[config.mk]
export PLATFORM = sky130hd
export DESIGN_NAME = line_follow_pd_drive_core
export DESIGN_NICKNAME = d
export VERILOG_FILES = /design/src/rtl/core/lfpd_pkg.sv /design/src/rtl/core/line_follow_pd_drive_core.sv
export SDC_FILE = /design/constraint.sdc
export NUM_CORES = 2
export LEC_CHECK = 0
export ABC_AREA = 1
export BUFFER_PORTS_ARGS = -buffer_cell sky130_fd_sc_hd__buf_2
export CORE_MARGIN = 1.5
export CORE_UTILIZATION = 35
export CTS_CLUSTER_DIAMETER = 40
export DETAILED_ROUTE_END_ITERATION = 8
export PLACE_DENSITY = 0.53
export RECOVER_POWER = 100
export SLEW_MARGIN = 20
export SYNTH_ARGS = -nofsm -noshare
export SYNTH_HDL_FRONTEND = slang
export SYNTH_SLANG_ARGS = --single-unit
[constraint.sdc]
create_clock -name clk -period 17.88 [get_ports clk]
set_input_delay 3.576 -clock clk [delete_from_list [all_inputs] [get_ports clk]]
set_output_delay 3.576 -clock clk [all_outputs]
set_load 0.01 [all_outputs]
[src/rtl/core/lfpd_pkg.sv]
// shared constants, codes and stage types for the line follow pd drive core
`timescale 1ns / 1ps

package lfpd_pkg;

  // field widths
  localparam int ERR_W      = 10;
  localparam int DRIVE_W    = 11;
  localparam int GAIN_W     = 14;
  localparam int SPEED_W    = 10;
  localparam int LIMIT_W    = 8;
  localparam int FILT_W     = 16;
  localparam int CFG_IDX_W  = 3;
  localparam int CFG_DATA_W = 14;

  // internal widths
  localparam int DIFF_W = ERR_W + 1;
  localparam int SUM_W  = 27;

  // control constants
  localparam int ERROR_MAGNITUDE  = 511;
  localparam int ALPHA_NUM        = 42;
  localparam int ALPHA_SHIFT      = 6;
  localparam int ALPHA_ONE        = 64;
  localparam int CORNER_THRESHOLD = 200;
  localparam int DRIVE_MIN        = 200;
  localparam int DRIVE_MAX        = 850;
  localparam int SEARCH_DUTY      = 200;
  localparam int GAIN_SCALE       = 100;
  localparam int CORR_MIN         = -32768;
  localparam int CORR_MAX         = 32767;

  // floor(x / 100) == (x * RECIP_MULT) >> RECIP_SHIFT for x below 2^31 / 52
  localparam int RECIP_SHIFT = 31;
  localparam longint RECIP_MULT =
    ((longint'(1) << RECIP_SHIFT) + GAIN_SCALE - 1) / GAIN_SCALE;

  // register reset values
  localparam int KP_STRAIGHT_RST = 3000;
  localparam int KD_STRAIGHT_RST = 1500;
  localparam int KP_CORNER_RST   = 5000;
  localparam int KD_CORNER_RST   = 3000;
  localparam int BASE_STR_RST    = 600;
  localparam int BASE_COR_RST    = 400;
  localparam int MAX_ACCEL_RST   = 50;
  localparam int LOST_LIMIT_RST  = 40;
  localparam int CURRENT_RST     = 600;

  typedef enum logic [CFG_IDX_W-1:0] {
    REG_KP_STRAIGHT = 3'd0,
    REG_KD_STRAIGHT = 3'd1,
    REG_KP_CORNER   = 3'd2,
    REG_KD_CORNER   = 3'd3,
    REG_BASE_STR    = 3'd4,
    REG_BASE_COR    = 3'd5,
    REG_MAX_ACCEL   = 3'd6,
    REG_LOST_LIMIT  = 3'd7
  } cfg_reg_t;

  typedef enum logic [1:0] {
    MODE_TRACK  = 2'd0,
    MODE_SEARCH = 2'd1,
    MODE_STOP   = 2'd2
  } mode_t;

  // filter stage to multiply stage
  typedef struct packed {
    mode_t                     mode;
    logic                      spin_left;
    logic signed [ERR_W-1:0]   smooth;
    logic signed [DIFF_W-1:0]  diff;
    logic [GAIN_W-1:0]         kp;
    logic [GAIN_W-1:0]         kd;
    logic [SPEED_W-1:0]        base;
  } s1_t;

  // multiply stage to drive stage
  typedef struct packed {
    mode_t                     mode;
    logic                      spin_left;
    logic signed [SUM_W-1:0]   sum;
    logic [SPEED_W-1:0]        base;
  } s2_t;

endpackage

[src/rtl/core/line_follow_pd_drive_core.sv]
// line follow pd drive core: filter, pd correction, clamp and slew, search on line loss
// until the search limit, then stop; one request per cycle while out_stall is low;
// stage 1 filters into s1_r, stage 2 runs the two gain multiplies into s2_r, stage 3
// divides by 100 through a reciprocal multiply and slews into the out_ registers
// reset: synchronous active low; clears the pipeline, restores register defaults,
// zeroes filter and error state and sets both drive currents to 600
`timescale 1ns / 1ps

module line_follow_pd_drive_core (
  input  logic                                   clk,
  input  logic                                   rst_n,
  input  logic                                   cfg_we,
  input  logic [lfpd_pkg::CFG_IDX_W-1:0]         cfg_index,
  input  logic [lfpd_pkg::CFG_DATA_W-1:0]        cfg_wdata,
  input  logic                                   in_valid,
  output logic                                   in_stall,
  input  logic                                   in_line_found,
  input  logic signed [lfpd_pkg::ERR_W-1:0]      in_position_error,
  output logic                                   out_valid,
  input  logic                                   out_stall,
  output logic signed [lfpd_pkg::DRIVE_W-1:0]    out_left_drive,
  output logic signed [lfpd_pkg::DRIVE_W-1:0]    out_right_drive,
  output logic                                   out_searching,
  output logic                                   out_stopped
);

  localparam int ERR_W   = lfpd_pkg::ERR_W;
  localparam int FILT_W  = lfpd_pkg::FILT_W;
  localparam int GAIN_W  = lfpd_pkg::GAIN_W;
  localparam int SPEED_W = lfpd_pkg::SPEED_W;
  localparam int LIMIT_W = lfpd_pkg::LIMIT_W;
  localparam int DIFF_W  = lfpd_pkg::DIFF_W;
  localparam int SUM_W   = lfpd_pkg::SUM_W;
  localparam int DRIVE_W = lfpd_pkg::DRIVE_W;

  localparam int FSUM_W = 24;
  localparam int MAG_W  = 25;
  localparam int PROD_W = 50;
  localparam int QUOT_W = PROD_W - lfpd_pkg::RECIP_SHIFT;
  localparam int CORR_W = QUOT_W + 1;
  localparam int CSAT_W = 17;
  localparam int TGT_W  = 18;
  localparam int SLEW_W = 12;

  localparam logic signed [ERR_W-1:0] ERR_LO = ERR_W'(-lfpd_pkg::ERROR_MAGNITUDE);
  localparam logic signed [FSUM_W-1:0] K_NEW =
    FSUM_W'(lfpd_pkg::ALPHA_NUM * lfpd_pkg::ALPHA_ONE);
  localparam logic signed [FSUM_W-1:0] K_OLD =
    FSUM_W'(lfpd_pkg::ALPHA_ONE - lfpd_pkg::ALPHA_NUM);
  localparam logic signed [CORR_W-1:0] C_LO = CORR_W'(lfpd_pkg::CORR_MIN);
  localparam logic signed [CORR_W-1:0] C_HI = CORR_W'(lfpd_pkg::CORR_MAX);
  localparam logic signed [TGT_W-1:0]  T_LO = TGT_W'(lfpd_pkg::DRIVE_MIN);
  localparam logic signed [TGT_W-1:0]  T_HI = TGT_W'(lfpd_pkg::DRIVE_MAX);
  localparam logic signed [DRIVE_W-1:0] SPIN = DRIVE_W'(lfpd_pkg::SEARCH_DUTY);

  // configuration registers
  logic [GAIN_W-1:0]  kp_str_r, kd_str_r, kp_cor_r, kd_cor_r;
  logic [SPEED_W-1:0] base_str_r, base_cor_r, max_accel_r;
  logic [LIMIT_W-1:0] lost_limit_r;

  // tick state
  logic signed [FILT_W-1:0] filt_r, filt_nxt;
  logic signed [ERR_W-1:0]  prev_r;
  logic [LIMIT_W-1:0]       lost_r;
  logic [SPEED_W-1:0]       left_cur_r, right_cur_r, left_cur_nxt, right_cur_nxt;

  // pipeline
  logic            v1_r, v2_r, out_valid_r;
  lfpd_pkg::s1_t   s1_r, s1_nxt;
  lfpd_pkg::s2_t   s2_r, s2_nxt;
  logic signed [DRIVE_W-1:0] left_r, right_r, left_nxt, right_nxt;
  logic            searching_r, stopped_r, searching_nxt, stopped_nxt;

  logic o_rdy, s2_rdy, s1_rdy, in_acc, s2_load, s3_load;

  assign o_rdy   = !out_valid_r || !out_stall;
  assign s2_rdy  = !v2_r || o_rdy;
  assign s1_rdy  = !v1_r || s2_rdy;
  assign in_acc  = in_valid && s1_rdy;
  assign s2_load = v1_r && s2_rdy;
  assign s3_load = v2_r && o_rdy;

  assign in_stall        = !s1_rdy;
  assign out_valid       = out_valid_r;
  assign out_left_drive  = left_r;
  assign out_right_drive = right_r;
  assign out_searching   = searching_r;
  assign out_stopped     = stopped_r;

  // register writes
  always_ff @(posedge clk) begin
    if (!rst_n) begin
      kp_str_r     <= GAIN_W'(lfpd_pkg::KP_STRAIGHT_RST);
      kd_str_r     <= GAIN_W'(lfpd_pkg::KD_STRAIGHT_RST);
      kp_cor_r     <= GAIN_W'(lfpd_pkg::KP_CORNER_RST);
      kd_cor_r     <= GAIN_W'(lfpd_pkg::KD_CORNER_RST);
      base_str_r   <= SPEED_W'(lfpd_pkg::BASE_STR_RST);
      base_cor_r   <= SPEED_W'(lfpd_pkg::BASE_COR_RST);
      max_accel_r  <= SPEED_W'(lfpd_pkg::MAX_ACCEL_RST);
      lost_limit_r <= LIMIT_W'(lfpd_pkg::LOST_LIMIT_RST);
    end else if (cfg_we) begin
      unique case (lfpd_pkg::cfg_reg_t'(cfg_index))
        lfpd_pkg::REG_KP_STRAIGHT: kp_str_r     <= cfg_wdata[GAIN_W-1:0];
        lfpd_pkg::REG_KD_STRAIGHT: kd_str_r     <= cfg_wdata[GAIN_W-1:0];
        lfpd_pkg::REG_KP_CORNER:   kp_cor_r     <= cfg_wdata[GAIN_W-1:0];
        lfpd_pkg::REG_KD_CORNER:   kd_cor_r     <= cfg_wdata[GAIN_W-1:0];
        lfpd_pkg::REG_BASE_STR:    base_str_r   <= cfg_wdata[SPEED_W-1:0];
        lfpd_pkg::REG_BASE_COR:    base_cor_r   <= cfg_wdata[SPEED_W-1:0];
        lfpd_pkg::REG_MAX_ACCEL:   max_accel_r  <= cfg_wdata[SPEED_W-1:0];
        lfpd_pkg::REG_LOST_LIMIT:  lost_limit_r <= cfg_wdata[LIMIT_W-1:0];
        default: ;
      endcase
    end
  end

  // stage 1: saturate, low-pass filter, gain set and mode selection
  logic signed [ERR_W-1:0]  e_sat;
  logic [ERR_W-1:0]         e_abs;
  logic                     corner;
  logic signed [FSUM_W-1:0] fsum;

  always_comb begin
    e_sat    = (in_position_error < ERR_LO) ? ERR_LO : in_position_error;
    e_abs    = e_sat[ERR_W-1] ? ERR_W'(-e_sat) : ERR_W'(e_sat);
    corner   = e_abs > ERR_W'(lfpd_pkg::CORNER_THRESHOLD);
    fsum     = K_NEW * FSUM_W'(e_sat) + K_OLD * FSUM_W'(filt_r);
    filt_nxt = FILT_W'(fsum >>> lfpd_pkg::ALPHA_SHIFT);

    s1_nxt.spin_left = prev_r[ERR_W-1];
    s1_nxt.smooth    = ERR_W'(filt_nxt >>> lfpd_pkg::ALPHA_SHIFT);
    s1_nxt.diff      = DIFF_W'(e_sat) - DIFF_W'(prev_r);
    s1_nxt.kp        = corner ? kp_cor_r : kp_str_r;
    s1_nxt.kd        = corner ? kd_cor_r : kd_str_r;
    s1_nxt.base      = corner ? base_cor_r : base_str_r;
    if (in_line_found) begin
      s1_nxt.mode = lfpd_pkg::MODE_TRACK;
    end else if (lost_r < lost_limit_r) begin
      s1_nxt.mode = lfpd_pkg::MODE_SEARCH;
    end else begin
      s1_nxt.mode = lfpd_pkg::MODE_STOP;
    end
  end

  always_ff @(posedge clk) begin
    if (!rst_n) begin
      filt_r <= '0;
      prev_r <= '0;
      lost_r <= '0;
    end else if (in_acc) begin
      if (in_line_found) begin
        filt_r <= filt_nxt;
        prev_r <= e_sat;
        lost_r <= '0;
      end else if (lost_r < lost_limit_r) begin
        lost_r <= lost_r + LIMIT_W'(1);
      end
    end
  end

  // stage 2: proportional and derivative products
  always_comb begin
    s2_nxt.mode      = s1_r.mode;
    s2_nxt.spin_left = s1_r.spin_left;
    s2_nxt.base      = s1_r.base;
    s2_nxt.sum       = SUM_W'($signed({1'b0, s1_r.kp})) * SUM_W'(s1_r.smooth)
                     + SUM_W'($signed({1'b0, s1_r.kd})) * SUM_W'(s1_r.diff);
  end

  // stage 3: divide by gain scale, clamp, slew, select drive by mode
  logic                     neg;
  logic [MAG_W-1:0]         mag;
  logic [PROD_W-1:0]        prod;
  logic [QUOT_W-1:0]        quot;
  logic signed [CORR_W-1:0] corr, corr_sat;
  logic signed [TGT_W-1:0]  tl_raw, tr_raw, tl, tr;
  logic signed [SLEW_W-1:0] step, dl, dr;

  always_comb begin
    neg  = s2_r.sum[SUM_W-1];
    mag  = neg ? MAG_W'(-s2_r.sum) : MAG_W'(s2_r.sum);
    prod = PROD_W'(mag) * PROD_W'(lfpd_pkg::RECIP_MULT);
    quot = prod[PROD_W-1:lfpd_pkg::RECIP_SHIFT];
    corr = neg ? -CORR_W'(quot) : CORR_W'(quot);
    if (corr > C_HI) begin
      corr_sat = C_HI;
    end else if (corr < C_LO) begin
      corr_sat = C_LO;
    end else begin
      corr_sat = corr;
    end

    tl_raw = TGT_W'($signed({1'b0, s2_r.base})) + TGT_W'(CSAT_W'(corr_sat));
    tr_raw = TGT_W'($signed({1'b0, s2_r.base})) - TGT_W'(CSAT_W'(corr_sat));
    tl = (tl_raw > T_HI) ? T_HI : ((tl_raw < T_LO) ? T_LO : tl_raw);
    tr = (tr_raw > T_HI) ? T_HI : ((tr_raw < T_LO) ? T_LO : tr_raw);

    step = $signed({2'b00, max_accel_r});
    dl   = SLEW_W'(tl) - $signed({2'b00, left_cur_r});
    dr   = SLEW_W'(tr) - $signed({2'b00, right_cur_r});

    if (dl > step) begin
      left_cur_nxt = left_cur_r + max_accel_r;
    end else if (dl < -step) begin
      left_cur_nxt = left_cur_r - max_accel_r;
    end else begin
      left_cur_nxt = SPEED_W'(tl);
    end
    if (dr > step) begin
      right_cur_nxt = right_cur_r + max_accel_r;
    end else if (dr < -step) begin
      right_cur_nxt = right_cur_r - max_accel_r;
    end else begin
      right_cur_nxt = SPEED_W'(tr);
    end

    case (s2_r.mode)
      lfpd_pkg::MODE_TRACK: begin
        left_nxt      = $signed({1'b0, left_cur_nxt});
        right_nxt     = $signed({1'b0, right_cur_nxt});
        searching_nxt = 1'b0;
        stopped_nxt   = 1'b0;
      end
      lfpd_pkg::MODE_SEARCH: begin
        // spin toward the side of the last error
        left_nxt      = s2_r.spin_left ? -SPIN : SPIN;
        right_nxt     = s2_r.spin_left ? SPIN : -SPIN;
        searching_nxt = 1'b1;
        stopped_nxt   = 1'b0;
      end
      default: begin
        left_nxt      = '0;
        right_nxt     = '0;
        searching_nxt = 1'b0;
        stopped_nxt   = 1'b1;
      end
    endcase
  end

  // valids and drive currents
  always_ff @(posedge clk) begin
    if (!rst_n) begin
      v1_r        <= 1'b0;
      v2_r        <= 1'b0;
      out_valid_r <= 1'b0;
      left_cur_r  <= SPEED_W'(lfpd_pkg::CURRENT_RST);
      right_cur_r <= SPEED_W'(lfpd_pkg::CURRENT_RST);
    end else begin
      if (s1_rdy) begin
        v1_r <= in_valid;
      end
      if (s2_rdy) begin
        v2_r <= v1_r;
      end
      if (o_rdy) begin
        out_valid_r <= v2_r;
      end
      if (s3_load && s2_r.mode == lfpd_pkg::MODE_TRACK) begin
        left_cur_r  <= left_cur_nxt;
        right_cur_r <= right_cur_nxt;
      end
    end
  end

  // payload registers
  always_ff @(posedge clk) begin
    if (in_acc) begin
      s1_r <= s1_nxt;
    end
    if (s2_load) begin
      s2_r <= s2_nxt;
    end
    if (s3_load) begin
      left_r      <= left_nxt;
      right_r     <= right_nxt;
      searching_r <= searching_nxt;
      stopped_r   <= stopped_nxt;
    end
  end

endmodule

### After elaboration in Yosys (flattened, before gate mapping)

Cells that the tools add are included.

| storage, ports and cells | value |
|---|---|
| input bits | 33 |
| word-level logic and storage cells | 125 |
| register bits after elaboration | 277 |
| output and inout bits | 26 |

| operators by class | value |
|---|---|
| $add $sub $neg | 16 |
| reductions and logical operators | 26 |
| $mul | 5 |
| multiplexer cells | 26 |
| equal/unequal tests | 8 |
| $lt $le $gt $ge | 13 |

Operators with widths:

| cell | count |
|---|---|
| $mux W10 | 7 |
| $mul A25 B25 Y50 const B | 1 |
| $mux W12 | 4 |
| $pmux W11 S2 | 2 |
| $gt A18 B11 Y1 const B | 2 |
| $lt A18 B9 Y1 const B | 2 |
| $mux W17 | 2 |
| $mux W14 | 2 |
| $add A25 B26 Y27 | 1 |
| $mul A15 B11 Y26 | 1 |
| $mul A15 B10 Y25 | 1 |
| $mux W25 | 1 |
| $neg A25 Y25 | 1 |
| $gt A12 B11 Y1 | 2 |
| $lt A12 B12 Y1 | 2 |
| $sub A12 B11 Y12 | 2 |
| $add A22 B22 Y22 | 1 |
| $mux W11 | 2 |
| $mul A5 B16 Y21 const A | 1 |
| $add A10 B10 Y10 | 2 |
| $gt A20 B16 Y1 const B | 1 |
| $lt A20 B16 Y1 const B | 1 |
| $mux W20 | 1 |
| $neg A19 Y20 | 1 |
| other kinds (26) | 51 |

### Depth between registers and ports, before layout

| depth | value |
|---|---|
| word-level depth | 17 |
| depth in mapped cells | 103 |
| mapped depth without buffers | 102 |

### Worst setup path after synthesis

Ideal clock, no wire load.

| timing path | value |
|---|---|
| path type | reg-to-reg |
| start | register s2_r[10] (netlist bit) |
| end | register right_r[0], in the netlist out_right_drive[0] (data pin) |
| data required time | 17618 ps |
| path buffers | 0 |
| cell stages (with the launch flop) | 92 |
| setup time | 262 ps |
| data arrival time | 14275 ps |
| slack | 3343 ps |
| clock period less this slack | 14537 ps |
| cells stage by stage | edfxtp_1 -> nor3_1 -> nand2_1 -> nor3_1 -> nand2_1 -> nor3_1 -> inv_1 -> nor2_1 -> nand2_1 -> inv_1 -> nand2_1 -> nor3_1 -> nand2_1 -> nand2_1 -> o21ai_0 -> xnor2_1 -> inv_1 -> ha_1 -> [56 not listed] -> o21ai_0 -> a21oi_1 -> o21ai_0 -> nand2_1 -> inv_1 -> nor2_1 -> ha_1 -> nand2_1 -> nor2_1 -> nand3_1 -> o2111ai_1 -> or2_2 -> nand2_1 -> clkinv_1 -> nor2_1 -> nor2_1 -> inv_1 -> a21oi_1 |

| on the way | value |
|---|---|
| word-level cells in the longest chain between the ends | 17 |
| elaborated cells on any way between the ends | 20 |
| those cells by class | add/sub: 4; mul: 1; order compare: 6; mux: 9 |

Ends and longest elaborated chain:

| what | RTL line | text |
|---|---|---|
| start, declared | line_follow_pd_drive_core.sv:70 | `lfpd_pkg::s2_t s2_r, s2_nxt;` |
| start signal, assigned | line_follow_pd_drive_core.sv:270 | `s2_r <= s2_nxt;` |
| $neg A25 Y25 | line_follow_pd_drive_core.sv:180 | `mag = neg ? MAG_W'(-s2_r.sum) : MAG_W'(s2_r.sum);` |
| $mux W25 (*) | line_follow_pd_drive_core.sv:180 |  |
| $mul A25 B25 Y50 (*) | line_follow_pd_drive_core.sv:181 | `prod = PROD_W'(mag) * PROD_W'(lfpd_pkg::RECIP_MULT);` |
| $neg A19 Y20 | line_follow_pd_drive_core.sv:183 | `corr = neg ? -CORR_W'(quot) : CORR_W'(quot);` |
| $mux W20 (*) | line_follow_pd_drive_core.sv:183 |  |
| $lt A20 B16 Y1 | line_follow_pd_drive_core.sv:186 | `end else if (corr < C_LO) begin` |
| $mux W17 | line_follow_pd_drive_core.sv:186 |  |
| $mux W17 (*) | line_follow_pd_drive_core.sv:184 | `if (corr > C_HI) begin` |
| [2 not listed] | n/a |  |
| $mux W12 | line_follow_pd_drive_core.sv:195 | `tr = (tr_raw > T_HI) ? T_HI : ((tr_raw < T_LO) ? T_LO : tr_raw);` |
| $mux W12 (*) | line_follow_pd_drive_core.sv:195 |  |
| $sub A12 B11 Y12 | line_follow_pd_drive_core.sv:199 | `dr = SLEW_W'(tr) - $signed({2'b00, right_cur_r});` |
| $lt A12 B12 Y1 | line_follow_pd_drive_core.sv:210 | `end else if (dr < -step) begin` |
| $mux W10 | line_follow_pd_drive_core.sv:210 |  |
| $mux W10 (*) | line_follow_pd_drive_core.sv:208 | `if (dr > step) begin` |
| $pmux W11 S2 (*) | line_follow_pd_drive_core.sv:216 | `case (s2_r.mode)` |
| net right_nxt[0] | line_follow_pd_drive_core.sv:71 | `logic signed [DRIVE_W-1:0] left_r, right_r, left_nxt, right_nxt;` |
| end signal, assigned | line_follow_pd_drive_core.sv:274 | `right_r <= right_nxt;` |
| end, declared | line_follow_pd_drive_core.sv:71 |  |

Mark *: on every way through the listed nets, which the timed path passes. The rest lies on a longest branch.
A chain may end at the register's enable or synchronous reset.

### Final worst setup path

| timing path | value |
|---|---|
| start | register s2_r[10] (netlist bit) |
| end | register left_cur_r[0] |

| on the way | value |
|---|---|
| word-level cells in the longest chain between the ends | 16 |
| elaborated cells on any way between the ends | 19 |
| those cells by class | add/sub: 4; mul: 1; order compare: 6; mux: 8 |

Ends and longest elaborated chain:

| what | RTL line | text |
|---|---|---|
| $neg A25 Y25 | line_follow_pd_drive_core.sv:180 |  |
| $mux W25 (*) | line_follow_pd_drive_core.sv:180 |  |
| $mul A25 B25 Y50 (*) | line_follow_pd_drive_core.sv:181 |  |
| $neg A19 Y20 | line_follow_pd_drive_core.sv:183 |  |
| $mux W20 (*) | line_follow_pd_drive_core.sv:183 |  |
| $lt A20 B16 Y1 | line_follow_pd_drive_core.sv:186 |  |
| $mux W17 | line_follow_pd_drive_core.sv:186 |  |
| $mux W17 (*) | line_follow_pd_drive_core.sv:184 |  |
| $add A11 B17 Y18 (*) | line_follow_pd_drive_core.sv:192 | `tl_raw = TGT_W'($signed({1'b0, s2_r.base})) + TGT_W'(CSAT_W'(corr_sat));` |
| $lt A18 B9 Y1 | line_follow_pd_drive_core.sv:194 | `tl = (tl_raw > T_HI) ? T_HI : ((tl_raw < T_LO) ? T_LO : tl_raw);` |
| $mux W12 | line_follow_pd_drive_core.sv:194 |  |
| $mux W12 (*) | line_follow_pd_drive_core.sv:194 |  |
| $sub A12 B11 Y12 | line_follow_pd_drive_core.sv:198 | `dl = SLEW_W'(tl) - $signed({2'b00, left_cur_r});` |
| $lt A12 B12 Y1 | line_follow_pd_drive_core.sv:203 | `end else if (dl < -step) begin` |
| $mux W10 | line_follow_pd_drive_core.sv:203 |  |
| $mux W10 (*) | line_follow_pd_drive_core.sv:201 | `if (dl > step) begin` |
| end signal, assigned | line_follow_pd_drive_core.sv:245 | `left_cur_r <= SPEED_W'(lfpd_pkg::CURRENT_RST);` |
| end signal, assigned | line_follow_pd_drive_core.sv:258 | `left_cur_r <= left_cur_nxt;` |
| end, declared | line_follow_pd_drive_core.sv:65 | `logic [SPEED_W-1:0] left_cur_r, right_cur_r, left_cur_nxt, right_cur_nxt;` |

Every way passes the cells marked *; elsewhere a longest branch is shown, timed or not.

==> flow_summary_export.csv <==
group,metric,value,unit
outcome,status,"finished with violations",
outcome,failed_checks,"capacitance limit, slew limit",
global_route,antenna_found_initial,0,
final_layout,diodes,0,
placed_design,gp_congestion,0.942,
sta,fmax,60.5,MHz
clock_tree,ctsLongestPathBuffers,3,
die,rows,126,
die,io_pins,59,
detailed_routing,drc,0,
die,die_y,349,um
yosys,synth-edff-count,125,
global_route,grt_pass1_vias,33700,
clock_tree,cts_buffers,51,
clock_tree,cts_tree,"built",
critical_path,slowest_delay,560,ps
final_layout,area_growth,9.62,%
critical_path,cp.required,18410,ps
global_route,track_usage,19.1,%
final_layout,drive_gt1_share,4.87,%
clock_tree,clkSinkCount,276,
min_path,hold_class,"flip-flop to flip-flop",
yosys,netlist_area,42000,sq um
die,initial_core_util,35.4,%
sta,relSlewSlack,-150,%
sta,report.final.setup_viol,0,
yosys,synthTopCellsByCount,"inv_1 (1427), nand2_1 (1077), ha_1 (615)",
clock_tree,cts_hold_buffers,0,
detailed_routing,via_count,32900,
die,die_w,349,um
clock_tree,cts-root-buf,"clkbuf_16",
sta,final_max_slew_viol_count,235,
yosys,ys_seq_elements,276,
detailed_routing,avgViaCountPerCell,4.65,
job,drv_cap,5,
clock_tree,htree_levels,2,
sta,post-route-min-period,16520,ps
critical_path,end_kind,"flip-flop",
yosys,synth_largest_area_cell,"fa_1",
critical_path,cp_max_fo,11,
yosys,synth_cells,5383,
critical_path,cp_slowest_cell,"fa_1",
yosys,synth.avg_cell_area,7.80,sq um
global_route,grt_pass1_wl,183000,um
final_layout,final_util,38.8,%
yosys,synth_nets,6525,
sta,final_hold_viol_count,0,
global_route,grt_overflow,0,
yosys,yosysSeqAreaShare,16.1,%
yosys,yosys.area.top_type_share,23.5,%
detailed_routing,ant_nets,0,
critical_path,worstPathArrival,17060,ps
yosys,synth_cell_type_count,57,
die,core,119000,sq um
yosys,synth_most_common_cell,"inv_1",
critical_path,crit_type,"flip-flop to flip-flop",
yosys,synth_area_leaders,"fa_1 (24%), ha_1 (18%), inv_1 (13%), nand2_1 (9.6%), edfxtp_1 (8.9%)",
sta,worst_slew_pin_slew,3750,ps
sta,final.period_utilization,92.4,%
yosys,yosys_warnings,0,
detailed_routing,totalWireLength,113000,um
placed_design,dp_hpwl,95700,um
critical_path,cp-start-kind,"flip-flop",
critical_path,crit_top_cell,"inv_1",
clock_tree,clkTransAtPathRegs,50,ps
sta,finClkSkew,30.7,ps
detailed_routing,drt-initial-drc-count,2052,
yosys,synth-async-reset-ratio,0,%
placed_design,port_buffers,58,
global_route,grt_start_max_net_pins,106,
detailed_routing,wl_per_cell,16.1,um
die,dieArea,122000,sq um
detailed_routing,dr.pass1.iters,6,
yosys,ys.flop_type,"dfxtp_1",
final_layout,nets,6566,
clock_tree,clk_latency,610,ps
[area by class of cell]
| cell class | count | area [sq um] |
|---|---|---|
| Clock buffer | 60 | 1400 |
| Multi-Input combinational cell | 3562 | 29500 |
| Sequential cell | 276 | 6780 |
| Fill cell | 12500 | 72500 |
| Timing Repair Buffer | 96 | 510 |
| Inverter | 1437 | 5410 |
| Tap cell | 1600 | 2000 |
| Clock inverter | 36 | 454 |
[registers in the layout, summed over array words and instances, names as in the netlist, 10 cells and up]
signal           flops
kp_str_r            14
out_left_drive      11
out_right_drive     11
s2_r                38
base_str_r          10
right_cur_r         10
base_cor_r          10
filt_r              16
left_cur_r          10
max_accel_r         10
kp_cor_r            14
kd_cor_r            14
kd_str_r            14
prev_r              10
s1_r                62
[logic make-up after synthesis]
group	Yosys count	synth area share, %
and+or+nand+nor	1717	16.9
buffers and inverters	1545	13.9
adders and majority gates	1109	41.9
AOI/OAI and AO/OA	549	7.33
DFF	276	16.1
xor gates and xnor gates	187	3.90
[placed cells by master, fill, tap and decap left out, types with 34 or more instances in the layout]
cell type	n
xnor2_1	53
nor2_1	311
dfxtp_1	151
clkbuf_16	53
xor2_1	129
nand2_1	1074
inv_1	1426
clkbuf_1	40
o21ai_0	180
fa_1	494
or2_2	46
nand4_1	34
edfxtp_1	125
nand3_1	155
a21oi_1	234
ha_1	615
[repair_timing]
| item | 4_1_cts | 5_1_grt |
|---|---|---|
| endpoints found under the setup margin | 0 | 40 |
| buffers inserted | 0 | 9 |
| gates resized for setup | 0 | 17 |
[metrics by stage]
step	hold slack, ps	cells	instance area [sq um]	TNS [ps]	setup slack [ps]
5_1_grt	421	7067	46000	-39.5	-29.2
4_1_cts	418	7058	46000	0	314
6_report	417	7067	46000	0	1360
2_1_floorplan	400	5383	42000	0	3340
3_3_place_gp	407	6962	44100	0	670
3_5_place_dp	405	6962	44100	0	390
[critical path, delay by kind of cell (launching register included)]
family                     cells  cell delay [ps]
and+or+nand+nor               32             4400
xor gates and xnor gates       2              720
DFF                            1              420
AOI/OAI and AO/OA             20             3910
adders and majority gates     13             5160
buffers and inverters         17             1850
[routing by layer]
layer | part of all wire [%] | GRT usage [%] | vias up
li1 | - | - | 16500
met1 | 48 | 27.1 | 15600
met2 | 45 | 31.4 | 629
met3 | 4.2 | 1.55 | 131
met4 | 2.5 | 4.75 | 0
met5 | 0 | 0 | -
[final timing paths]
kind / startpoint / end / slack [ps] / cells after the start
worst min register to register: s1_r[5] / s2_r[5] / 420 / 0
worst min-delay path: s1_r[5] / s2_r[5] / 420 / 0
worst max register to register: s2_r[10] / left_cur_r[0] / 1360 / 84
worst max-delay path: s2_r[10] / left_cur_r[0] / 1360 / 84
Power is not shown: default switching activity piles up to over one toggle a cycle in this logic, so the estimate is an artifact.
